[src/pdmps_pkg.sv]
`timescale 1ns / 1ps

package pdmps_pkg;

  // Default encoder resolution
  localparam int COUNTS_PER_TURN_DEF = 64;
  localparam int DEG_PER_TURN = 360;

  // Field widths
  localparam int GOAL_W  = 28;
  localparam int ENC_W   = 24;
  localparam int DRIVE_W = 16;
  localparam int DUTY_W  = 8;

  // Configuration port
  localparam int CFG_IDX_W  = 3;
  localparam int CFG_DATA_W = 12;

  typedef enum logic [CFG_IDX_W-1:0] {
    CFG_PROP_GAIN     = 3'd0,
    CFG_DERIV_GAIN    = 3'd1,
    CFG_STEP_DEGREES  = 3'd2,
    CFG_INVERT_WIRING = 3'd3
  } pdmps_cfg_idx_t;

  // Input item
  typedef struct packed {
    logic signed [GOAL_W-1:0] goal_degrees;
    logic signed [ENC_W-1:0]  encoder_count;
  } pdmps_in_t;

  // Result item
  typedef struct packed {
    logic signed [DRIVE_W-1:0] drive_value;
    logic                      pin_a_high;
    logic                      pin_b_high;
    logic [DUTY_W-1:0]         pwm_duty;
    logic signed [DRIVE_W-1:0] peak_drive;
  } pdmps_out_t;

  // Sequencer steps, most of which issue or consume a multiply
  typedef enum logic [4:0] {
    ST_IDLE,
    ST_PM,
    ST_DIFF,
    ST_MV,
    ST_QEST,
    ST_QMUL,
    ST_QCOR,
    ST_PSUM,
    ST_ERR,
    ST_KP,
    ST_KD,
    ST_DABS,
    ST_D10,
    ST_D10Q,
    ST_D10C,
    ST_DRV,
    ST_MAG,
    ST_X219,
    ST_X255,
    ST_QDUTY,
    ST_DUTY
  } pdmps_state_t;

endpackage

[src/pd_motor_position_step.sv]
`timescale 1ns / 1ps

// PD position controller, one control tick per input transfer.
// Input channel in_valid/in_stall/in_data carries the goal angle and the
// encoder count; result channel out_valid/out_stall/out_data returns the
// drive command, direction pins, PWM duty and the running peak drive.
// Gains, step size and wiring inversion are written over cfg_valid/
// cfg_ready/cfg_index/cfg_data; cfg_ready is always high.
// Each tick: the sequencer walks 20 steps around a single shared 27x27
// signed multiplier whose product is registered, and in_stall stays high
// until the result sits in the output register.
// The output register frees the input side: a new tick is accepted while
// a result waits. If out_stall holds the previous result when the next
// one is ready, the sequencer waits in its last step until that transfer.
// Synchronous reset clears config, stored position, last drive, peak
// drive and the output valid; the block is ready on the first cycle after.
// Divisions by constants use reciprocal multiplies with one correction.
module pd_motor_position_step #(
  parameter int COUNTS_PER_TURN = pdmps_pkg::COUNTS_PER_TURN_DEF
) (
  input  logic                                clk,
  input  logic                                rst_n,
  input  logic                                in_valid,
  output logic                                in_stall,
  input  pdmps_pkg::pdmps_in_t                in_data,
  output logic                                out_valid,
  input  logic                                out_stall,
  output pdmps_pkg::pdmps_out_t               out_data,
  input  logic                                cfg_valid,
  output logic                                cfg_ready,
  input  logic [pdmps_pkg::CFG_IDX_W-1:0]     cfg_index,
  input  logic [pdmps_pkg::CFG_DATA_W-1:0]    cfg_data
);
  import pdmps_pkg::*;

  // Degrees per count and its reciprocal for the back conversion
  localparam int DPC    = DEG_PER_TURN / COUNTS_PER_TURN;
  localparam int Q_SH   = 21;
  localparam int M_DPC  = (1 << Q_SH) / DPC;
  // Divide by ten for the derivative term
  localparam int D10_SH = 29;
  localparam int M10    = (1 << D10_SH) / 10;
  // Duty scaling
  localparam int DUTY_SH   = 25;
  localparam int M255      = (1 << DUTY_SH) / 255;
  localparam int DUTY_GAIN = 219;
  localparam int DUTY_DIV  = 255;
  localparam int DUTY_BASE = 36;
  localparam int MUL_W     = 27;

  // Configuration
  logic [9:0]  prop_r;
  logic [9:0]  deriv_r;
  logic [11:0] step_r;
  logic        inv_r;

  // Controller state
  logic signed [ENC_W-1:0]   lp_r, lp_nxt;
  logic signed [DRIVE_W-1:0] ld_r, ld_nxt;
  logic signed [DRIVE_W-1:0] max_r, max_nxt;

  pdmps_state_t state_r, state_nxt;
  logic         out_valid_r, out_valid_nxt;
  pdmps_out_t   out_r, out_nxt;

  // Working registers
  logic signed [GOAL_W-1:0]  goal_r, goal_nxt;
  logic signed [ENC_W-1:0]   pos_r, pos_nxt;
  logic signed [33:0]        d_r, d_nxt;
  logic                      up_r, up_nxt;
  logic [11:0]               mv_r, mv_nxt;
  logic [11:0]               q_r, q_nxt;
  logic                      rnz_r, rnz_nxt;
  logic signed [25:0]        psum_r, psum_nxt;
  logic signed [26:0]        err_r, err_nxt;
  logic signed [37:0]        p_r, p_nxt;
  logic                      dneg_r, dneg_nxt;
  logic [24:0]               dabs_r, dabs_nxt;
  logic [21:0]               q10_r, q10_nxt;
  logic signed [DRIVE_W-1:0] drv_r, drv_nxt;
  logic                      satd_r, satd_nxt;
  logic [8:0]                mag9_r, mag9_nxt;
  logic [16:0]               x_r, x_nxt;
  logic [8:0]                qd_r, qd_nxt;

  // Shared multiplier with registered product
  logic signed [MUL_W-1:0]   mul_a, mul_b;
  logic signed [2*MUL_W-1:0] mul_p, prod_r;

  // Step temporaries
  logic              lt_up, gt_dn;
  logic [11:0]       neg_lo;
  logic [12:0]       rq;
  logic [12:0]       rq2;
  logic signed [26:0] adj;
  logic signed [26:0] dx;
  logic [24:0]       r10;
  logic signed [38:0] drv_x;
  logic [15:0]       mag;
  logic [16:0]       rd;
  logic [9:0]        qd_c;
  logic [9:0]        duty_sum;
  logic              out_free;

  assign in_stall  = (state_r != ST_IDLE);
  assign out_valid = out_valid_r;
  assign out_data  = out_r;
  assign cfg_ready = 1'b1;
  assign out_free  = !out_valid_r || !out_stall;

  assign mul_p = mul_a * mul_b;

  // Sequencer, operand select and datapath
  always_comb begin
    state_nxt     = state_r;
    out_valid_nxt = out_valid_r;
    out_nxt       = out_r;
    lp_nxt        = lp_r;
    ld_nxt        = ld_r;
    max_nxt       = max_r;
    goal_nxt      = goal_r;
    pos_nxt       = pos_r;
    d_nxt         = d_r;
    up_nxt        = up_r;
    mv_nxt        = mv_r;
    q_nxt         = q_r;
    rnz_nxt       = rnz_r;
    psum_nxt      = psum_r;
    err_nxt       = err_r;
    p_nxt         = p_r;
    dneg_nxt      = dneg_r;
    dabs_nxt      = dabs_r;
    q10_nxt       = q10_r;
    drv_nxt       = drv_r;
    satd_nxt      = satd_r;
    mag9_nxt      = mag9_r;
    x_nxt         = x_r;
    qd_nxt        = qd_r;
    mul_a         = '0;
    mul_b         = '0;

    lt_up    = d_r < $signed({22'd0, step_r});
    gt_dn    = d_r > -$signed({22'd0, step_r});
    neg_lo   = ~d_r[11:0] + 12'd1;
    rq       = {1'b0, mv_r} - prod_r[12:0];
    rq2      = rq - 13'(DPC);
    adj      = '0;
    dx       = $signed(prod_r[26:0]);
    r10      = dabs_r - prod_r[24:0];
    drv_x    = dneg_r ? (39'(p_r) + 39'(q10_r)) : (39'(p_r) - 39'(q10_r));
    mag      = drv_r[DRIVE_W-1] ? 16'(-drv_r) : 16'(drv_r);
    rd       = x_r - prod_r[16:0];
    qd_c     = {1'b0, qd_r} + ((rd >= 17'(DUTY_DIV)) ? 10'd1 : 10'd0);
    duty_sum = qd_c + 10'(DUTY_BASE);

    // Drop the result register once its transfer completes
    if (out_valid_r && !out_stall) begin
      out_valid_nxt = 1'b0;
    end

    case (state_r)
      ST_IDLE: begin
        if (in_valid) begin
          goal_nxt  = in_data.goal_degrees;
          pos_nxt   = inv_r ? -in_data.encoder_count : in_data.encoder_count;
          state_nxt = ST_PM;
        end
      end
      // Stored position to degrees
      ST_PM: begin
        mul_a     = MUL_W'(lp_r);
        mul_b     = MUL_W'(DPC);
        state_nxt = ST_DIFF;
      end
      ST_DIFF: begin
        d_nxt     = 34'(goal_r) - 34'($signed(prod_r[32:0]));
        state_nxt = ST_MV;
      end
      // Limit the move to the step size
      ST_MV: begin
        up_nxt = !d_r[33];
        if (!d_r[33]) begin
          mv_nxt = lt_up ? d_r[11:0] : step_r;
        end else begin
          mv_nxt = gt_dn ? neg_lo : step_r;
        end
        state_nxt = ST_QEST;
      end
      // Move back to counts: quotient estimate, then check by multiply
      ST_QEST: begin
        mul_a     = MUL_W'(mv_r);
        mul_b     = MUL_W'(M_DPC);
        state_nxt = ST_QMUL;
      end
      ST_QMUL: begin
        q_nxt     = prod_r[Q_SH +: 12];
        mul_a     = MUL_W'(prod_r[Q_SH +: 12]);
        mul_b     = MUL_W'(DPC);
        state_nxt = ST_QCOR;
      end
      ST_QCOR: begin
        if (rq >= 13'(DPC)) begin
          q_nxt   = q_r + 12'd1;
          rnz_nxt = (rq2 != 13'd0);
        end else begin
          rnz_nxt = (rq != 13'd0);
        end
        state_nxt = ST_PSUM;
      end
      ST_PSUM: begin
        psum_nxt  = up_r ? (26'(lp_r) + 26'(q_r)) : (26'(lp_r) - 26'(q_r));
        state_nxt = ST_ERR;
      end
      // Truncation toward zero of the leftover degrees, then error
      ST_ERR: begin
        if (up_r && psum_r[25] && rnz_r) begin
          adj = 27'sd1;
        end else if (!up_r && !psum_r[25] && (psum_r != 26'sd0) && rnz_r) begin
          adj = -27'sd1;
        end
        err_nxt   = 27'(psum_r) - 27'(pos_r) + adj;
        state_nxt = ST_KP;
      end
      ST_KP: begin
        mul_a     = MUL_W'(prop_r);
        mul_b     = err_r;
        state_nxt = ST_KD;
      end
      ST_KD: begin
        p_nxt     = $signed(prod_r[37:0]);
        mul_a     = MUL_W'(deriv_r);
        mul_b     = MUL_W'(ld_r);
        state_nxt = ST_DABS;
      end
      // Derivative term divided by ten on its magnitude
      ST_DABS: begin
        dneg_nxt  = dx[26];
        dabs_nxt  = dx[26] ? 25'(-dx) : 25'(dx);
        state_nxt = ST_D10;
      end
      ST_D10: begin
        mul_a     = MUL_W'(dabs_r);
        mul_b     = MUL_W'(M10);
        state_nxt = ST_D10Q;
      end
      ST_D10Q: begin
        q10_nxt   = prod_r[D10_SH +: 22];
        mul_a     = MUL_W'(prod_r[D10_SH +: 22]);
        mul_b     = MUL_W'(10);
        state_nxt = ST_D10C;
      end
      ST_D10C: begin
        if (r10 >= 25'd10) begin
          q10_nxt = q10_r + 22'd1;
        end
        state_nxt = ST_DRV;
      end
      // Drive with saturation
      ST_DRV: begin
        if (drv_x > 39'sd32767) begin
          drv_nxt = 16'sh7FFF;
        end else if (drv_x < -39'sd32768) begin
          drv_nxt = 16'sh8000;
        end else begin
          drv_nxt = drv_x[15:0];
        end
        ld_nxt    = drv_nxt;
        state_nxt = ST_MAG;
      end
      ST_MAG: begin
        if (drv_r > max_r) begin
          max_nxt = drv_r;
        end
        satd_nxt  = |mag[15:9];
        mag9_nxt  = mag[8:0];
        state_nxt = ST_X219;
      end
      // Duty: 36 + |drive| * 219 / 255, capped at 255; magnitudes from 512 up always clip
      ST_X219: begin
        mul_a     = MUL_W'(mag9_r);
        mul_b     = MUL_W'(DUTY_GAIN);
        state_nxt = ST_X255;
      end
      ST_X255: begin
        x_nxt     = prod_r[16:0];
        mul_a     = MUL_W'(prod_r[16:0]);
        mul_b     = MUL_W'(M255);
        state_nxt = ST_QDUTY;
      end
      ST_QDUTY: begin
        qd_nxt    = prod_r[DUTY_SH +: 9];
        mul_a     = MUL_W'(prod_r[DUTY_SH +: 9]);
        mul_b     = MUL_W'(DUTY_DIV);
        state_nxt = ST_DUTY;
      end
      // Load the result once the output register is free; keep the
      // quotient check product in place while waiting
      ST_DUTY: begin
        mul_a = MUL_W'(qd_r);
        mul_b = MUL_W'(DUTY_DIV);
        if (out_free) begin
          out_nxt.drive_value = drv_r;
          out_nxt.pin_a_high  = inv_r ? (drv_r > 16'sd0) : drv_r[DRIVE_W-1];
          out_nxt.pin_b_high  = inv_r ? drv_r[DRIVE_W-1] : (drv_r > 16'sd0);
          out_nxt.pwm_duty    = (satd_r || (duty_sum > 10'd255)) ? 8'hFF
                                                                 : duty_sum[7:0];
          out_nxt.peak_drive  = max_r;
          out_valid_nxt       = 1'b1;
          lp_nxt              = pos_r;
          state_nxt           = ST_IDLE;
        end
      end
      default: begin
        state_nxt = ST_IDLE;
      end
    endcase
  end

  // Control and architectural state
  always_ff @(posedge clk) begin
    if (!rst_n) begin
      state_r     <= ST_IDLE;
      out_valid_r <= 1'b0;
      prop_r      <= '0;
      deriv_r     <= '0;
      step_r      <= '0;
      inv_r       <= 1'b0;
      lp_r        <= '0;
      ld_r        <= '0;
      max_r       <= '0;
    end else begin
      state_r     <= state_nxt;
      out_valid_r <= out_valid_nxt;
      lp_r        <= lp_nxt;
      ld_r        <= ld_nxt;
      max_r       <= max_nxt;
      if (cfg_valid && cfg_ready) begin
        case (cfg_index)
          CFG_PROP_GAIN:     prop_r  <= cfg_data[9:0];
          CFG_DERIV_GAIN:    deriv_r <= cfg_data[9:0];
          CFG_STEP_DEGREES:  step_r  <= cfg_data[11:0];
          CFG_INVERT_WIRING: inv_r   <= cfg_data[0];
          default: begin
          end
        endcase
      end
    end
  end

  // Payload and working registers
  always_ff @(posedge clk) begin
    prod_r <= mul_p;
    out_r  <= out_nxt;
    goal_r <= goal_nxt;
    pos_r  <= pos_nxt;
    d_r    <= d_nxt;
    up_r   <= up_nxt;
    mv_r   <= mv_nxt;
    q_r    <= q_nxt;
    rnz_r  <= rnz_nxt;
    psum_r <= psum_nxt;
    err_r  <= err_nxt;
    p_r    <= p_nxt;
    dneg_r <= dneg_nxt;
    dabs_r <= dabs_nxt;
    q10_r  <= q10_nxt;
    drv_r  <= drv_nxt;
    satd_r <= satd_nxt;
    mag9_r <= mag9_nxt;
    x_r    <= x_nxt;
    qd_r   <= qd_nxt;
  end

endmodule

[config.mk]
export PLATFORM = sky130hd
export DESIGN_NAME = pd_motor_position_step
export DESIGN_NICKNAME = d
export VERILOG_FILES = /design/src/pdmps_pkg.sv /design/src/pd_motor_position_step.sv
export SDC_FILE = /design/constraint.sdc
export NUM_CORES = 2
export LEC_CHECK = 0
export CAP_MARGIN = 10
export CORE_MARGIN = 8
export CORE_UTILIZATION = 60
export CTS_CLUSTER_SIZE = 16
export DETAILED_ROUTE_END_ITERATION = 8
export DONT_BUFFER_PORTS = 1
export PLACE_DENSITY_LB_ADDON = 0.2
export SYNTH_ARGS = -nofsm -noshare
export SYNTH_HDL_FRONTEND = slang
export SYNTH_SLANG_ARGS = --single-unit
[constraint.sdc]
create_clock -name clk -period 9.9 [get_ports clk]
set_input_delay 2.97 -clock clk [delete_from_list [all_inputs] [get_ports clk]]
set_output_delay 2.97 -clock clk [all_outputs]
set_load 0.01 [all_outputs]
==> impl_metrics.yaml <==
placed_design:
  numPortBuffers: 0
  dp_hpwl_um: 139000
  placed_cell_area_um2: 57600
  dp_slack_ns: 0.240
  dp.cells: 7139
  place_congestion: 1.05
cts:
  post_cts_buffers: 0
  clk_latency_ns: 0.64
  h-tree-depth: 2
  numCtsBuffers: 53
  clk_path_buf_depth: 3
  cts_tree: "built"
  clk_root_buffer_cell: "clkbuf_16"
  cts_sinks: 490
  clk_pin_slew_ns: 0.07
  hold_buffers: 0
flow_run:
  drv_cap: 0
critical_path:
  worstReg2RegStart: "state_r[1]$_SDFFE_PN0P_"
  cpMostUsedCell: "fa_1"
  cp-start-kind: "flip-flop"
  r2r_cells: 28
  r2r_slack_ns: 0.45
  r2r-end: "prod_r[50]$_DFF_P_"
  crit_fanout: 11
  path_delay_family: "adder cells"
  slowest_stage: "or4_1"
  criticalPathCategory: "flip-flop to flip-flop"
  arrival_ns: 9.95
  worstPathRequired_ns: 10.40
  endpoint_kind: "flip-flop"
  cp.depth: 28
  cp.buffers_inverters: 2
  slowest_delay_ns: 0.96
synthesis:
  synth-main-ff-cell: "edfxtp_1"
  syn_inst: 5806
  yosysSeqAreaShare: 0.241
  async_flop_share: 0
  syn_area_um2: 54900
  synth_edf_count: 344
  synth_seq_cells: 490
  yosys_warnings: 0
  synth_cell_types: 93
  syn_avg_cell_area_um2: 9.46
hold_path:
  min-delay-start: "max_r[14]$_SDFFE_PN0P_"
  hp-class: "flip-flop to flip-flop"
  whs_path_depth: 0
  hold_end: "out_data[14]$_DFFE_PP_"
floorplan:
  die_w_um: 318
  core_um2: 91100
  die_area_um2: 101000
  fp-row-count: 111
  initial_utilization: 0.603
  fp.dieH_um: 318
  ios: 117
sta:
  hold_viol: 0
  setup_slack_ns: 0.452
  setup_tns_ns: 0
  clock.fmax_ghz: 0.106
  rsz0062_at_grt: "no"
  finalSetupViolations: 0
  min_period_ns: 9.45
  drv_slew: 0
  whs_ns: 0.459
  tightest_slew_ns: 1.21
  period_share: 0.954
  slew_headroom: 0.189
  finalClockSkew_ns: 0.0261
cells_and_area:
  final_cells: 7240
  nNetsFinal: 7229
  final_common_cell: "inv_1"
  fillers: 7544
  drive_above_1_share: 0.0525
  post-route-cell-area_um2: 59300
  multiInputGateArea_um2: 37400
  final_cell_mix: "inv_1, fa_1, nand2_1"
  final_util: 0.651
  area_growth_pct: 8.05
  area.sequential_um2: 13300
grt:
  grt_pass1_wl_um: 258000
  first_global_vias: 42262
  gr-total-overflow: 0
  grt_max_degree: 103
  grt_usage: 0.332
  antenna_found_initial: 4
routing:
  drt-total-wl_um: 169000
  wl_per_cell_um: 23.4
  viasPerCell: 5.90
  drc: 0
  drt_iter0_drc: 4754
  dr.pass1.iters: 6
  via_count: 42732
  postRouteAntennaNets: 0
power:
  pwr_density_cell_nw_per_um2: 329
  power_mw: 19.5
  p_leak_nw: 27.4
  peakVddDrop_uv: 982
status:
  outcome: "complete, no violations"
-- cell usage after synthesis, types with 25 or more instances --
library cell | count | area share
fa_1 | 749 | 0.27
and3_1 | 48 | 0.0055
o21a_1 | 40 | 0.0055
ha_1 | 400 | 0.091
or3_1 | 31 | 0.0035
inv_1 | 1164 | 0.080
a21o_1 | 117 | 0.016
xnor2_1 | 203 | 0.032
dfxtp_1 | 146 | 0.053
o31ai_1 | 25 | 0.0034
o21ai_0 | 158 | 0.014
nand2_1 | 630 | 0.043
and2_1 | 34 | 0.0039
mux2i_1 | 33 | 0.0060
xor2_1 | 106 | 0.017
nand3_1 | 93 | 0.0085
clkbuf_1 | 146 | 0.010
a21oi_1 | 280 | 0.026
nor2b_1 | 45 | 0.0051
nor2_1 | 301 | 0.021
nand2b_1 | 37 | 0.0042
or2_2 | 25 | 0.0028
a21boi_0 | 68 | 0.0093
nor3_1 | 86 | 0.0078
nor4_1 | 34 | 0.0039
nand4_1 | 42 | 0.0048
a31oi_1 | 45 | 0.0051
edfxtp_1 | 344 | 0.19
-- layout make-up --
cell class / count / area share
timing repair buffer: 132 / 0.0178
multi-input combinational: 4163 / 0.631
clock buffer: 72 / 0.0254
sequential: 490 / 0.223
clock inverter: 28 / 0.00350
inverter: 1168 / 0.0740
antenna: 1 / 0.0000422
tap: 1186 / 0.0250
-- registers in the layout (all words and copies together) (netlist names), 12 cells and up --
| name | count |
|---|---|
| prod_r | 51 |
| out_data | 42 |
| p_r | 38 |
| d_r | 34 |
| goal_r | 28 |
| err_r | 27 |
| dabs_r | 25 |
| psum_r | 25 |
| lp_r | 24 |
| pos_r | 24 |
| q10_r | 22 |
| x_r | 17 |
| drv_r | 16 |
| ld_r | 16 |
| max_r | 16 |
| mv_r | 12 |
| q_r | 12 |
| step_r | 12 |
-- per-layer routing --
| metal | routed length (um) | vias up | track usage |
|---|---|---|---|
| met5 | 11 | - | 0 |
| met4 | 7780 | 2 | 0.128 |
| met3 | 17000 | 366 | 0.0619 |
| met2 | 73800 | 2051 | 0.504 |
| met1 | 70900 | 21126 | 0.471 |
| li1 | - | 19187 | - |
-- worst max-delay path by stage --
stage | slack, ns | start | end
3_5_place_dp | 0.24 | state_r[2]$_SDFFE_PN0P_ | prod_r[50]$_DFF_P_
4_1_cts | 0.21 | state_r[2]$_SDFFE_PN0P_ | prod_r[50]$_DFF_P_
3_3_place_gp | 0.34 | state_r[0]$_SDFFE_PN0P_ | prod_r[50]$_DFF_P_
2_1_floorplan | 0.48 | state_r[0]$_SDFFE_PN0P_ | prod_r[50]$_DFF_P_
5_1_grt | 0.03 | state_r[2]$_SDFFE_PN0P_ | prod_r[50]$_DFF_P_
6_report | 0.45 | state_r[1]$_SDFFE_PN0P_ | prod_r[50]$_DFF_P_
-- timing repair --
| action | CTS | global route |
|---|---|---|
| endpoints found under the setup margin | 0 | 5 |
| gates resized for setup | 0 | 6 |
| hold endpoints to repair | 0 | 0 |
-- cells by family after synthesis --
logic type | after synthesis | synth area share
adders and majority gates | 1149 | 0.364
muxes | 42 | 0.00786
DFF | 490 | 0.241
AOI/OAI and AO/OA | 1001 | 0.121
other | 2 | 0.000137
and+or+nand+nor | 1470 | 0.124
buffers and inverters | 1342 | 0.0924
xor gates and xnor gates | 310 | 0.0498
-- power breakdown --
group	switching (mW)	internal, mW
Combinational	8.62	6.01
Sequential	0.236	2.66
Clock	0.900	1.10
Total	9.75	9.77
Power figures use the tool's default switching activity.
